`config.mk`:
```
export PLATFORM = sky130hd
export DESIGN_NAME = dpaw_tick
export DESIGN_NICKNAME = d
export VERILOG_FILES = /design/src/sv/dpaw_pkg.sv /design/src/sv/dpaw_tick.sv
export SDC_FILE = /design/constraint.sdc
export NUM_CORES = 1
export LEC_CHECK = 0
export BUFFER_PORTS_ARGS = -buffer_cell sky130_fd_sc_hd__clkbuf_2
export CORE_MARGIN = 5
export CORE_UTILIZATION = 47
export DETAILED_ROUTE_END_ITERATION = 10
export HOLD_SLACK_MARGIN = 0.06
export PLACE_DENSITY = 0.8
export SYNTH_ARGS = -nofsm -noshare
export SYNTH_HDL_FRONTEND = slang
export SYNTH_SLANG_ARGS = --single-unit
```
`constraint.sdc`:
```
create_clock -name clock -period 8.2 [get_ports clock]
set_clock_uncertainty 0.1 [all_clocks]
set_input_delay 1.64 -clock clock [delete_from_list [all_inputs] [get_ports clock]]
set_output_delay 1.64 -clock clock [all_outputs]
set_load 0.005 [all_outputs]
```
`src/sv/dpaw_pkg.sv`:
```
// shared types and constants of the decimated pid unit
// used by every module of the block; depends on nothing
package dpaw_pkg;

   localparam int DATA_W        = 32;
   localparam int CNT_W         = 16;
   localparam int FRAC_BITS_DEF = 16;
   localparam int REG_IDX_W     = 3;

   // register indexes of the configuration port
   localparam logic [REG_IDX_W-1:0] REG_TICKS_PER_UPDATE = 3'd0;
   localparam logic [REG_IDX_W-1:0] REG_GAIN_PROP        = 3'd1;
   localparam logic [REG_IDX_W-1:0] REG_GAIN_INT_STEP    = 3'd2;
   localparam logic [REG_IDX_W-1:0] REG_DERIV_COEF_NOW   = 3'd3;
   localparam logic [REG_IDX_W-1:0] REG_DERIV_COEF_PREV  = 3'd4;
   localparam logic [REG_IDX_W-1:0] REG_DERIV_COEF_FB    = 3'd5;
   localparam logic [REG_IDX_W-1:0] REG_LIMIT_HIGH       = 3'd6;
   localparam logic [REG_IDX_W-1:0] REG_LIMIT_LOW        = 3'd7;

   // reset values of the limits
   localparam logic signed [DATA_W-1:0] LIMIT_HIGH_RST = 32'sh7FFF_FFFF;
   localparam logic signed [DATA_W-1:0] LIMIT_LOW_RST  = 32'sh8000_0000;

   typedef struct packed {
      logic        [CNT_W-1:0]  ticks_per_update;
      logic signed [DATA_W-1:0] gain_prop;
      logic signed [DATA_W-1:0] gain_int_step;
      logic signed [DATA_W-1:0] deriv_coef_now;
      logic signed [DATA_W-1:0] deriv_coef_prev;
      logic signed [DATA_W-1:0] deriv_coef_fb;
      logic signed [DATA_W-1:0] limit_high;
      logic signed [DATA_W-1:0] limit_low;
   } cfg_type;

   // update request handed from the tick stage to the math stage
   typedef struct packed {
      logic                     valid;
      logic signed [DATA_W-1:0] error;
   } stage_type;

endpackage

```
`src/sv/dpaw_tick.sv`:
```
// tick decimator and input register of the decimated pid unit
// depends on dpaw_pkg; passes only update ticks on to the math stage
module dpaw_tick
   import dpaw_pkg::*;
(
   input  logic              clock,
   input  logic              reset,
   input  logic [CNT_W-1:0]  ticks_per_update,
   input  logic              req_tvalid,
   output logic              req_tready,
   input  logic [DATA_W-1:0] req_tdata,
   output stage_type         stage,
   input  logic              stage_ready
);

   logic [CNT_W-1:0] count_ff;
   logic [CNT_W-1:0] count_in;
   logic [CNT_W-1:0] count_next;
   logic             update_tick;
   logic             accept;
   logic             stage_valid_ff;
   logic             stage_valid_in;
   logic [DATA_W-1:0] error_ff;

   // input register frees up when the math stage takes it
   assign req_tready = !stage_valid_ff || stage_ready;
   assign accept     = req_tvalid && req_tready;

   // wrapping tick count; the update tick clears it
   assign count_next  = count_ff + CNT_W'(1);
   assign update_tick = (count_next >= ticks_per_update);

   always_comb begin
      count_in = count_ff;
      if (accept) begin
         count_in = update_tick ? '0 : count_next;
      end
   end

   // only update ticks become a request to the math stage
   assign stage_valid_in = (accept && update_tick) || (stage_valid_ff && !stage_ready);

   always_ff @(posedge clock) begin
      if (reset) begin
         count_ff       <= '0;
         stage_valid_ff <= 1'b0;
      end else begin
         count_ff       <= count_in;
         stage_valid_ff <= stage_valid_in;
      end
   end

   // error payload, no reset needed
   always_ff @(posedge clock) begin
      if (accept && update_tick) begin
         error_ff <= req_tdata;
      end
   end

   assign stage.valid = stage_valid_ff;
   assign stage.error = error_ff;

endmodule

```
# After elaboration in Yosys (flattened, before gate mapping)
# Index checks and enable logic that the tools add are counted.
# word_totals
register_bits,49
elab_cells,13
# classes
n_lt_le_gt_ge,1
muxes,1
n_reduce_logical,7
n_addsub,1
# ops
cell,n
$add A16 B1 Y16 const B,1
$ge A16 B16 Y1,1
$mux W16,1
$logic_and A1 B1 Y1,3
$logic_not A1 Y1,2
$logic_or A1 B1 Y1,2

# Logic depth before layout (Yosys ltp)
# logic_depth
word_depth,5
depth_mapped,14

# Least setup slack after synthesis
# No wires, ideal clock.
# synth_timing
kind,input -> register
start,in ticks_per_update[15]
end,reg error_ff[0] (enable)
arrival_time_ns,4.331
path_slack_ns,3.328
cell_stages,6
setup_time_ns,0.441
path_buffers,0
cell_sequence,inv_1 ha_1 nand4_1 nor3_2 nand2_1 a31oi_1
# synth_between
elab_chain_cells,2
# synth_lines
element,line,rtl
start: declaration,dpaw_tick.sv:8,"input logic [CNT_W-1:0] ticks_per_update,"
$ge A16 B16 Y1,dpaw_tick.sv:31,assign update_tick = (count_next >= ticks_per_update);
$logic_and A1 B1 Y1,dpaw_tick.sv:55,if (accept && update_tick) begin
end signal: assignment,dpaw_tick.sv:56,error_ff <= req_tdata;
end: declaration,dpaw_tick.sv:23,logic [DATA_W-1:0] error_ff;
# No other way between the ends.
# A chain may end at the register's enable or synchronous reset.

# Worst setup path in the final report
# layout_timing
start,in stage_ready
end,out req_tready
# layout_between
elab_chain_cells,1
# layout_lines
element,line,rtl
start: declaration,dpaw_tick.sv:13,input logic stage_ready
$logic_or A1 B1 Y1,dpaw_tick.sv:26,assign req_tready = !stage_valid_ff || stage_ready;
end: declaration,dpaw_tick.sv:10,"output logic req_tready,"
# No other way between the ends.

==> reports/results.txt <==
DRC Markers: 0
Critical Path RT: 6.46 ns
hold slack: 0.4132 ns
Netlist cell types: 37
routability-driven placement congestion ratio: 0.7461
final antenna-violating net count: 0
VDD IR max: 0.07990 mV
ratio of cells with drive above 1 in the final layout: 35.47%
synth top area cells: edfxtp_1 (40%), dfxtp_1 (14%), ha_1 (8.9%)
Net Count, Synth: 279
Post-Syn Instances: 210
Synth Flop Type: edfxtp_1
later-pin clock latency in the skew report: 0.29 ns
synth cell count leaders: edfxtp_1 (32), nor2_1 (24), inv_1 (18), nand2_1 (18), xnor2_1 (18)
R2R depth: 10
RSZ-0062 raised after global routing: false
Reg2Reg Setup Slack: 4.44 ns
Layout Nets: 364
EDFF count, synth: 32
Async SR Flop Fraction: 0%
die height: 81.48 µm
Die X: 81.48 µm
gr usage total: 14.22%
CORE AREA: 5042 µm²
postcts setup bufs: 0
CTS root buffer: clkbuf_8
kind of critical path: primary input to primary output
status: finished, final reports clean
Yosys reg bits: 49
placed insts: 358
hpwl dp: 3875 µm
Remaining Overflow, GRT: 0
clock-pin slew on the worst setup and hold paths: 0.08 ns
Fin. Hold Viols: 0
CTS tree: done
Pwr per Cell Area: 153.0 nW/µm²
Buffers on Ports: 85
worst relative slew slack: 34.86%
Hold Path Depth: 2
Final Power: 0.4584 mW
largest net degree at the start of global routing: 33
vias in the first global route: 1599
post-CTS sizing: 0
worst hold path endpoint: count_ff[1]$_SDFFE_PP0P_
startpoint class of the critical path: primary input
Worst R2R End: error_ff[19]$_DFFE_PP_
drt via density: 4.708
die area: 6638 µm²
Yosys Warn Count: 0
worst hold path class: flip-flop to flip-flop
max cap viols: 0
via count: 1723
1st-iter DRT viols: 35
Diodes inserted: 0
fin cells: 366
DR pass1 iterations: 4
worst-path fanout max: 3
total CTS buffers: 5
Routed WL: 4693 µm
Post-CTS Hold Buffers: 0
Synth top area share: 40.02%
most numerous cell in the Yosys netlist: edfxtp_1
I/O pins: 86
initial antenna violation count: 0
slew of the pin with the lowest slew margin: 0.9771 ns
clk sink count: 49
# setup viols final: 0
WL per Instance: 12.82 µm
Setup Slack @ Placement: 4.096 ns
fin crit share: 46.84%
Initial Util: 47.62%
global-route wire length before repair: 7231 µm
min-delay src: count_ff[1]$_SDFFE_PP0P_
crit path DAT: 2.10 ns
Avg Cell Area, Syn: 11.43 µm²
worst reg2reg startpoint: count_ff[0]$_SDFFE_PP0P_
Pleak: 1.349 nW
H-tree depth: 2
Seq/Total Area, Yosys: 54.19%
Synth area leader: edfxtp_1
Slew Viols, Final: 0
Worst Setup End Kind: primary output
P&R area growth vs syn: 24.80%
row count: 26
f_max: 260.4 MHz
setup TNS: 0 ns
Clock Tree Buf Depth: 2
Final min period: 3.841 ns
fin worst setup slack: 4.359 ns
Mapped Area: 2401 µm²
[how the worst max path moves through the flow]
stage                        endpoint  depth (start not counted)                     start  slack (ns)
2_1_floorplan   error_ff[0]$_DFFE_PP_                          6      ticks_per_update[15]        3.33
3_5_place_dp   error_ff[11]$_DFFE_PP_                          7      ticks_per_update[15]        4.10
5_1_grt        error_ff[28]$_DFFE_PP_                         10  count_ff[4]$_SDFFE_PP0P_        4.13
3_3_place_gp    error_ff[2]$_DFFE_PP_                          7      ticks_per_update[15]        4.18
4_1_cts                    req_tready                          4               stage_ready        4.36
6_report                   req_tready                          4               stage_ready        4.36
[routing by layer]
layer	vias up	global-route usage [%]	share of wire (%)
met4	0	3.041	0.49
met3	4	4.386	13
met5	-	0	0
li1	892	-	-
met1	740	19.02	43
met2	87	22.72	43
[state kept, by name, summed over array words and instances, names as in the netlist]
name	cells
error_ff	32
count_ff	16
stage_valid_ff	1
[cells in the final DEF (no fill, tap or decap), types with 3 or more instances in the layout]
master	Yosys	final
nand3_1	8	8
a21oi_1	5	5
nor3_1	5	5
clkbuf_2	0	85
inv_1	18	18
nor2_1	24	24
xor2_1	10	10
clkbuf_8	0	5
edfxtp_1	32	32
nand4_1	4	4
xnor2_1	18	18
nand2_1	18	18
ha_1	17	17
and3_1	3	3
dfxtp_1	17	17
[stage by stage]
stage	utilization, %	area (µm²)
floorplan	-	2401
global placement	57.25	2887
finish	59.43	2997
detailed placement	57.25	2887
CTS	59.43	2997
global route	59.43	2997
[power breakdown]
group          internal, mW  switching [mW]  total (mW)
logic                0.0148          0.0144      0.0292
registers             0.263         0.00146       0.265
clock network        0.0897          0.0748       0.165
total                 0.368          0.0907       0.458
[cell families after synthesis]
| group | share of synthesized area [%] |
|---|---|
| AND/OR/NAND/NOR | 17.20 |
| flip-flops | 54.19 |
| AO/OA/AOI/OAI | 4.951 |
| buffers and inverters | 4.585 |
| adder cells (fa/ha/maj) | 8.859 |
| XOR/XNOR | 10.21 |
[area by class of cell]
cell class | instances | area (µm²)
clock buffers | 5 | 68.82
clock inverters | 3 | 41.29
fillers | 424 | 2046
inverters | 18 | 67.56
multi-input cells | 136 | 1005
flip-flops and latches | 49 | 1301
well taps | 70 | 87.58
repair buffers | 85 | 425.4
[worst max-delay path, stage by stage]
cell,delay (ns)
clkbuf_2,0.08
nor2b_1,0.18
inv_1,0.08
clkbuf_2,0.12
No activity file was read; power rests on OpenSTA's default activity.
