--- src/sv/dpaw_pkg.sv ---
// shared types and constants of the decimated pid unit
// used by every module of the block; depends on nothing
package dpaw_pkg;

   localparam int DATA_W        = 32;
   localparam int CNT_W         = 16;
   localparam int FRAC_BITS_DEF = 16;
   localparam int REG_IDX_W     = 3;

   // register indexes of the configuration port
   localparam logic [REG_IDX_W-1:0] REG_TICKS_PER_UPDATE = 3'd0;
   localparam logic [REG_IDX_W-1:0] REG_GAIN_PROP        = 3'd1;
   localparam logic [REG_IDX_W-1:0] REG_GAIN_INT_STEP    = 3'd2;
   localparam logic [REG_IDX_W-1:0] REG_DERIV_COEF_NOW   = 3'd3;
   localparam logic [REG_IDX_W-1:0] REG_DERIV_COEF_PREV  = 3'd4;
   localparam logic [REG_IDX_W-1:0] REG_DERIV_COEF_FB    = 3'd5;
   localparam logic [REG_IDX_W-1:0] REG_LIMIT_HIGH       = 3'd6;
   localparam logic [REG_IDX_W-1:0] REG_LIMIT_LOW        = 3'd7;

   // reset values of the limits
   localparam logic signed [DATA_W-1:0] LIMIT_HIGH_RST = 32'sh7FFF_FFFF;
   localparam logic signed [DATA_W-1:0] LIMIT_LOW_RST  = 32'sh8000_0000;

   typedef struct packed {
      logic        [CNT_W-1:0]  ticks_per_update;
      logic signed [DATA_W-1:0] gain_prop;
      logic signed [DATA_W-1:0] gain_int_step;
      logic signed [DATA_W-1:0] deriv_coef_now;
      logic signed [DATA_W-1:0] deriv_coef_prev;
      logic signed [DATA_W-1:0] deriv_coef_fb;
      logic signed [DATA_W-1:0] limit_high;
      logic signed [DATA_W-1:0] limit_low;
   } cfg_type;

   // update request handed from the tick stage to the math stage
   typedef struct packed {
      logic                     valid;
      logic signed [DATA_W-1:0] error;
   } stage_type;

endpackage

--- src/sv/dpaw_csr.sv ---
// configuration registers of the decimated pid unit
// depends on dpaw_pkg for the register indexes and the cfg_type struct
module dpaw_csr
   import dpaw_pkg::*;
(
   input  logic                 clock,
   input  logic                 reset,
   input  logic                 csr_we,
   input  logic [REG_IDX_W-1:0] csr_index,
   input  logic [DATA_W-1:0]    csr_wdata,
   output cfg_type              cfg
);

   cfg_type cfg_ff;
   cfg_type cfg_in;

   // register write decode
   always_comb begin
      cfg_in = cfg_ff;
      if (csr_we) begin
         case (csr_index)
            REG_TICKS_PER_UPDATE: cfg_in.ticks_per_update = csr_wdata[CNT_W-1:0];
            REG_GAIN_PROP:        cfg_in.gain_prop        = csr_wdata;
            REG_GAIN_INT_STEP:    cfg_in.gain_int_step    = csr_wdata;
            REG_DERIV_COEF_NOW:   cfg_in.deriv_coef_now   = csr_wdata;
            REG_DERIV_COEF_PREV:  cfg_in.deriv_coef_prev  = csr_wdata;
            REG_DERIV_COEF_FB:    cfg_in.deriv_coef_fb    = csr_wdata;
            REG_LIMIT_HIGH:       cfg_in.limit_high       = csr_wdata;
            REG_LIMIT_LOW:        cfg_in.limit_low        = csr_wdata;
            default:              cfg_in = cfg_ff;
         endcase
      end
   end

   always_ff @(posedge clock) begin
      if (reset) begin
         cfg_ff.ticks_per_update <= CNT_W'(1);
         cfg_ff.gain_prop        <= '0;
         cfg_ff.gain_int_step    <= '0;
         cfg_ff.deriv_coef_now   <= '0;
         cfg_ff.deriv_coef_prev  <= '0;
         cfg_ff.deriv_coef_fb    <= '0;
         cfg_ff.limit_high       <= LIMIT_HIGH_RST;
         cfg_ff.limit_low        <= LIMIT_LOW_RST;
      end else begin
         cfg_ff <= cfg_in;
      end
   end

   assign cfg = cfg_ff;

endmodule

--- config.mk ---
export PLATFORM = sky130hd
export DESIGN_NAME = dpaw_csr
export DESIGN_NICKNAME = d
export VERILOG_FILES = /design/src/sv/dpaw_pkg.sv /design/src/sv/dpaw_csr.sv
export SDC_FILE = /design/constraint.sdc
export NUM_CORES = 1
export LEC_CHECK = 0
export BUFFER_PORTS_ARGS = -buffer_cell sky130_fd_sc_hd__buf_2
export CORE_ASPECT_RATIO = 1.5
export CORE_MARGIN = 2
export CORE_UTILIZATION = 38
export CTS_CLUSTER_DIAMETER = 60
export DETAILED_ROUTE_END_ITERATION = 7
export PLACE_DENSITY = 0.72
export REMOVE_ABC_BUFFERS = 1
export SLEW_MARGIN = 25
export SYNTH_ARGS = -nofsm -noshare
export SYNTH_HDL_FRONTEND = slang
export SYNTH_SLANG_ARGS = --single-unit
export TNS_END_PERCENT = 30
--- constraint.sdc ---
create_clock -name clock -period 1.6 [get_ports clock]
set_input_delay 0.16 -clock clock [delete_from_list [all_inputs] [get_ports clock]]
set_output_delay 0.16 -clock clock [all_outputs]
set_load 0.01 [all_outputs]
* Yosys cells after proc, flatten, opt, wreduce, memory -nomap -nowiden *
Index checks and enable logic that the tools add are counted.

word-level totals
  bits in registers = 240
  word-level logic and storage cells = 24
  bits of input ports = 38

cells by class
  reduce and logical (&&, ||, !) cells = 9
  eq/ne operators = 7

operators with widths
  kind                                                 count
  AND reduction 2 bit                                  8
  equality test 3 bit, second input constant           4
  equality test 3 x 2 -> 1 bit, second input constant  2
  equality test 3 x 1 -> 1 bit, second input constant  1
  zero test 3 bit                                      1

* Logic depth before layout (Yosys ltp) *
Gate-level depths: netlist (run 1).

  word-level depth = 2
  gate-level depth with buffers = 6
  gate-level depth less buffers = 2

* Least setup slack after synthesis (run 1) *
OpenSTA, ideal clock, no wires.

  kind = input port to flip-flop
  from = input port csr_index[1]
  to = register cfg_ff (netlist bit cfg[232])
  required time = 1475 ps
  setup time = 125 ps
  cell stages on the path = 5
  path slack = 275 ps
  data arrival time = 1200 ps
  path buffers = 3
  cell sequence = buf_2 > or4b_4 > buf_6 > buf_6 > mux2i_1

between the ends
  longest elaborated chain between the ends = 2

RTL lines
  item                                  line            text
  start, declared                       dpaw_csr.sv:9   input logic [REG_IDX_W-1:0] csr_index,
  zero test 3 bit                       dpaw_csr.sv:21  case (csr_index)
  AND reduction 2 bit (no source line)  --
  end signal, assigned                  dpaw_csr.sv:46  cfg_ff <= cfg_in;
  end, declared                         dpaw_csr.sv:14  cfg_type cfg_ff;

No other way between the ends.
A chain may end at the register's enable or synchronous reset.

* Worst setup path after layout (run 1) *
  from = register cfg_ff (netlist bit cfg[172])
  to = output port cfg[172] in the netlist's numbering

RTL lines
  item           line            text
  end, declared  dpaw_csr.sv:11  output cfg_type cfg

No word-level cell between the ends.

==> results of run 1 <==
-- layout make-up --
cell class	instances	area [µm²]	area share, %
tap	324	405	3.29
multi-input combinational	552	4270	34.7
clock inverter	7	87.6	0.711
clock buffer	34	657	5.33
timing repair buffer	344	2090	17.0
sequential	240	4800	39.0
-- power groups by stage --
stage          Sequential (µW)  Clock (µW)  Combinational [µW]
2_1_floorplan             6370           0                 411
3_3_place_gp              6300           0                 933
3_5_place_dp              6300           0                 945
4_1_cts                   6170        5550                1010
5_1_grt                   6180        5800                1070
6_report                  6170        5420                1000
-- synthesized netlist by cell type --
master,number
mux2i_1,240
nand2b_1,239
nor4bb_1,1
and4b_1,1
dfxtp_1,240
buf_2,27
buf_6,3
clkbuf_1,35
nand4b_1,2
nand4_1,1
or4b_4,1
nand4bb_1,2
nor2_1,65
-- path summary, 6_finish.rpt --
path | slack, ns | endpoint | cells past startpoint
worst min-delay path | 0.06 | cfg[34] | 3
worst max register to register | 0.95 | cfg[148] | 2
worst max-delay path | 0.42 | cfg[172] | 1
worst min register to register | 0.47 | cfg[215] | 2
-- through the flow --
step / std cells / TNS (ns) / worst slack (ns) / power [µW] / area (µm²)
floorplan: 792 / -196.09 / -3.56 / 6780 / 9030
global placement: 1428 / 0 / 0.239 / 7230 / 11200
detailed placement: 1428 / 0 / 0.200 / 7250 / 11200
CTS: 1501 / 0 / 0.390 / 12700 / 12300
global route: 1501 / 0 / 0.386 / 13100 / 12300
finish: 1501 / 0 / 0.421 / 12600 / 12300
-- kinds of logic (layout without fill, tap and decap cells) --
| group | count (synthesis) | in the layout |
|---|---|---|
| buf+inv | 65 | 385 |
| flops | 240 | 240 |
| mux | 240 | 240 |
| simple gates | 312 | 312 |
-- metal layers --
layer	part of all wire (%)	track usage [%]
met4	3.8	7.45
met3	4.3	3.02
met1	38	19.9
met5	0	0
met2	53	36.2
==> results.ini, run 1 <==
[finish]
layout.nets=1199
layout_commonest_cell=buf_2
drive_above_1_share_pct=29.8
antenna_cells=0
num-fill-cells=2215
final_cell_mix=buf_2 (276), mux2i_1 (240), dfxtp_1 (240)
largest_register_ffs=240
syn_to_final_growth_pct=32.0
final_util_pct=50.8

[sta]
min_period_over_period_pct=73.7
finalMaxSlewViolations=0
hold-worst-slack_ns=0.0555
tightest_slew_ns=0.464
timing.fmax_mhz=848
maxSlewHeadroom_pct=69.1
hold_violations=0
finalSetupViolations=0
period_needed_ns=1.18
finalClockSkew_ns=0
rsz0062_at_grt=no

[clock_network]
clockBufferDepth=3
cts_inserted_buffers=23
post_cts_buffers=0
path_clk_slew_ns=0.06
cts_tree=built
cts.sinks=240
htree_levels=1
holdBufCountCts=32
cts_resized=0
cts-root-buf=clkbuf_16
clk_latency_ns=0.50

[placement]
dp_hpwl_um=17400
place.gp.congestion=0.812
io_buffers=277

[die]
fp.dieH_um=196
die_x_um=132
initial_core_util_pct=38.4
rows=70
core_um2=24300
dieArea_um2=25800
ios=278

[setup_path]
crit_chain=buf_2
regToRegStartpoint=cfg[148]
cp-startpoint=cfg[172]
crit_path_max_fanout=2
cp.required_ns=1.44
slowest_delay_ns=0.37
cp-end-kind=output pin
crit_arrival_ns=1.02
crit_path_top_delay_cell=dfxtp_1
crit_type=register to output pin
timing.critical_path.buf_inv=1
start_kind=register
critPathTopFamily=flip-flops

[global_routing]
antenna_found_initial=0
grt_pass1_wl_um=38800
grt_usage_pct=18.7
grt_max_degree=48
grt_pass1_vias=7015
overflow=0

[detailed_routing]
avgViaCountPerCell=4.65
detail-route-antenna-nets=0
via_count=6986
wl_per_cell_um=16.8
routed_wl_um=25200
drt-pass1-iter-count=6
first_iter_violations=227
drc=0

[pwr]
clkPwrFrac_pct=43.0
p_seq_share_pct=49.0
ir_drop_mv=0.681
p_per_area_nw_per_um2=1020
swShare_pct=22.6
intPower_uw=9750
p_comb_share_pct=7.9
power.leakage_uw=0.00630
p_switching_uw=2850

[yosys]
syn-cell-area_um2=9330
synth_cell_types=13
synth_top_family_by_area=multiplexers
yosys.area_share.xor_xnor_pct=0
synth_cells=857
yosys_warnings=0
ys_ff_latch=240
synthAdderAreaFrac_pct=0
synth_seq_area_share_pct=51.5
synth.top_cell.area_share_pct=51.5
synth_top_cell_by_area=dfxtp_1
muxShareOfSynthArea_pct=25.8
synth_area_leaders=dfxtp_1 (52%), mux2i_1 (26%), nand2b_1 (16%)
synth-simple-area-share_pct=19.5
postSynthAreaPerCell_um2=10.9
synth_compound_area_share_pct=0

[run]
drv_cap=0

[min_path]
hp-start=reset
hold_path_class=input pin to register

[run_status]
outcome=finished, final reports clean

No activity file was read; power rests on OpenSTA's default activity.
==> run 2, diff against run 1 <==
ABC_AREA = 1   (was not set)
clock period = 1.1 ns   (was 1.6 ns; I/O delays follow)
==> run 2 against run 1 <==
  * The run now ends with negative setup slack left
  * Largest cell class unchanged
  * Critical endpoint is now cfg[208]
  * Non-clock buffer count rose by 27
  * Combinational power rose to 2.6 times the previous value
  * Clock skew did not move
==> results.ini, run 2 <==
[pwr]
clkPwrFrac_pct=41.4
p_per_area_nw_per_um2=1420
power_uw=20300
p_seq_share_pct=45.7
p_switching_uw=5160
p_comb_share_pct=12.9
swShare_pct=25.4
intPower_uw=15200
power.leakage_uw=0.00647
ir_drop_mv=0.970

[setup_path]
start_kind=register
crit_path_top_delay_cell=dfxtp_2
slowest_delay_ns=0.37
regToRegStartpoint=cfg[208]
crit_arrival_ns=1.01
crit_type=register to output pin
cp.required_ns=0.99
cp-startpoint=cfg[208]
critPathTopFamily=flip-flops
crit_chain=buf_6
crit_path_max_fanout=2
timing.critical_path.buf_inv=1
cp-end-kind=output pin

[finish]
layout_commonest_cell=nor2_1
finalInstanceArea_um2=14300
syn_to_final_growth_pct=55.1
largest_register_ffs=240
layout.nets=1661
antenna_cells=0
drive_above_1_share_pct=38.5
instances_no_fill=1960
final_cell_mix=nor2_1 (414), nand2_1 (311), dfxtp_2 (238)

[yosys]
synth_common_cells=nor2_1 (422), nand2_1 (311), dfxtp_1 (240), nand3_1 (209), buf_2 (55)
synth-edff-count=0
ys_ff_latch=240
ys.flop_type=dfxtp_1
syn-cell-area_um2=9190
yosysMostFrequentCell=nor2_1
synth_area_leaders=dfxtp_1 (52%), nor2_1 (17%), nand2_1 (13%)
synth-async-reset-ratio_pct=0
synth.top_cell.area_share_pct=52.3
synth_cells=1316
postSynthAreaPerCell_um2=6.99
synth_top_cell_by_area=dfxtp_1
synth_cell_types=13
synth_seq_area_share_pct=52.3
yosys_warnings=0

[die]
core_um2=23700
fp.dieH_um=195
dieArea_um2=25500
die_x_um=131
initial_core_util_pct=38.7
ios=278
rows=69

[detailed_routing]
via_count=9725
wl_per_cell_um=17.2
drc=0
drt-pass1-iter-count=5
first_iter_violations=672
routed_wl_um=33700
avgViaCountPerCell=4.96
detail-route-antenna-nets=0

[sta]
tightest_slew_ns=0.354
min_period_over_period_pct=102
finalClockSkew_ns=0
period_needed_ns=1.12
maxSlewHeadroom_pct=76.4
rsz0062_at_grt=yes
timing.final.ws_setup_ns=-0.0191
finalMaxSlewViolations=0
hold_violations=0
finalSetupViolations=2
timing.fmax_mhz=894
hold-worst-slack_ns=0.0353

[min_path]
hold_path_class=input pin to register
hp-start=reset

[placement]
place.gp.congestion=0.827
place_area_um2=11500
dp_hpwl_um=20400
dp_cells=1880
io_buffers=277

[clock_network]
cts.sinks=240
htree_levels=1
cts_inserted_buffers=24
clockBufferDepth=3
cts_tree=built
path_clk_slew_ns=0.06
clk_latency_ns=0.52
cts-root-buf=clkbuf_16

[run]
drv_cap=0

[run_status]
outcome=finished, violations left
failed_checks=negative setup slack

[global_routing]
antenna_found_initial=2
grt_pass1_vias=9424
grt_usage_pct=24.9
overflow=0
grt_pass1_wl_um=50000
grt_max_degree=53

==> run 2: cell type report <==
type | count | area (µm²)
Clock buffer | 33 | 696
Clock inverter | 11 | 114
Fill cell | 1958 | 9480
Inverter | 39 | 151
Multi-Input combinational cell | 947 | 3900
Sequential cell | 240 | 5100
Tap cell | 319 | 399
Timing Repair Buffer | 371 | 3890
==> run 2: path summary, 6_finish.rpt <==
kind | endpoint | slack, ns | depth (start not counted)
setup reg to reg | cfg[208] | 0.38 | 2
hold / removal | cfg[37] | 0.04 | 4
setup / recovery | cfg[208] | -0.02 | 1
hold reg to reg | cfg[47] | 0.45 | 2
==> run 2: logic make-up (layout without fill, tap and decap cells) <==
| family | count (synthesis) | count (layout) | share of synthesized area [%] |
|---|---|---|---|
| simple gates | 946 | 946 | 41.6 |
| flops | 240 | 240 | 52.3 |
| buf+inv | 129 | 454 | 6.06 |
| compound gates | 1 | 1 | 0.0544 |
==> run 2: through the flow <==
step | TNS [ns] | setup slack [ns] | utilization, %
final | -0.0201 | -0.0191 | 60.1
after global routing | -0.525 | -0.0384 | 60.1
after CTS | -0.126 | -0.0180 | 58.3
after detailed placement | -20.65 | -0.164 | 48.4
after global placement | -18.23 | -0.113 | 48.4
after floorplan | -722.52 | -3.08 | -
==> run 2: layer usage <==
| metal | up-vias | track usage, % | wire (µm) |
|---|---|---|---|
| met2 | 425 | 42.4 | 16900 |
| li1 | 4689 | - | - |
| met3 | 134 | 4.79 | 2180 |
| met5 | - | 0 | 11 |
| met4 | 2 | 17.5 | 2340 |
| met1 | 4475 | 27.1 | 12200 |
==> run 2: timing repair <==
item	in CTS	in global routing
pin swaps	0	0
endpoints found under the setup margin	202	144
endpoints found under the hold margin	58	0
buffers inserted	4	0
hold buffers	32	0
resized for setup	375	113
==> run 2: power by group through the flow <==
stage	Combinational [µW]	Sequential, µW	Clock [µW]
after floorplan	1110	9480	0
after global placement	2140	9330	0
after detailed placement	2170	9340	0
after CTS	2490	9240	8550
after global routing	2850	9310	8910
final	2620	9280	8410
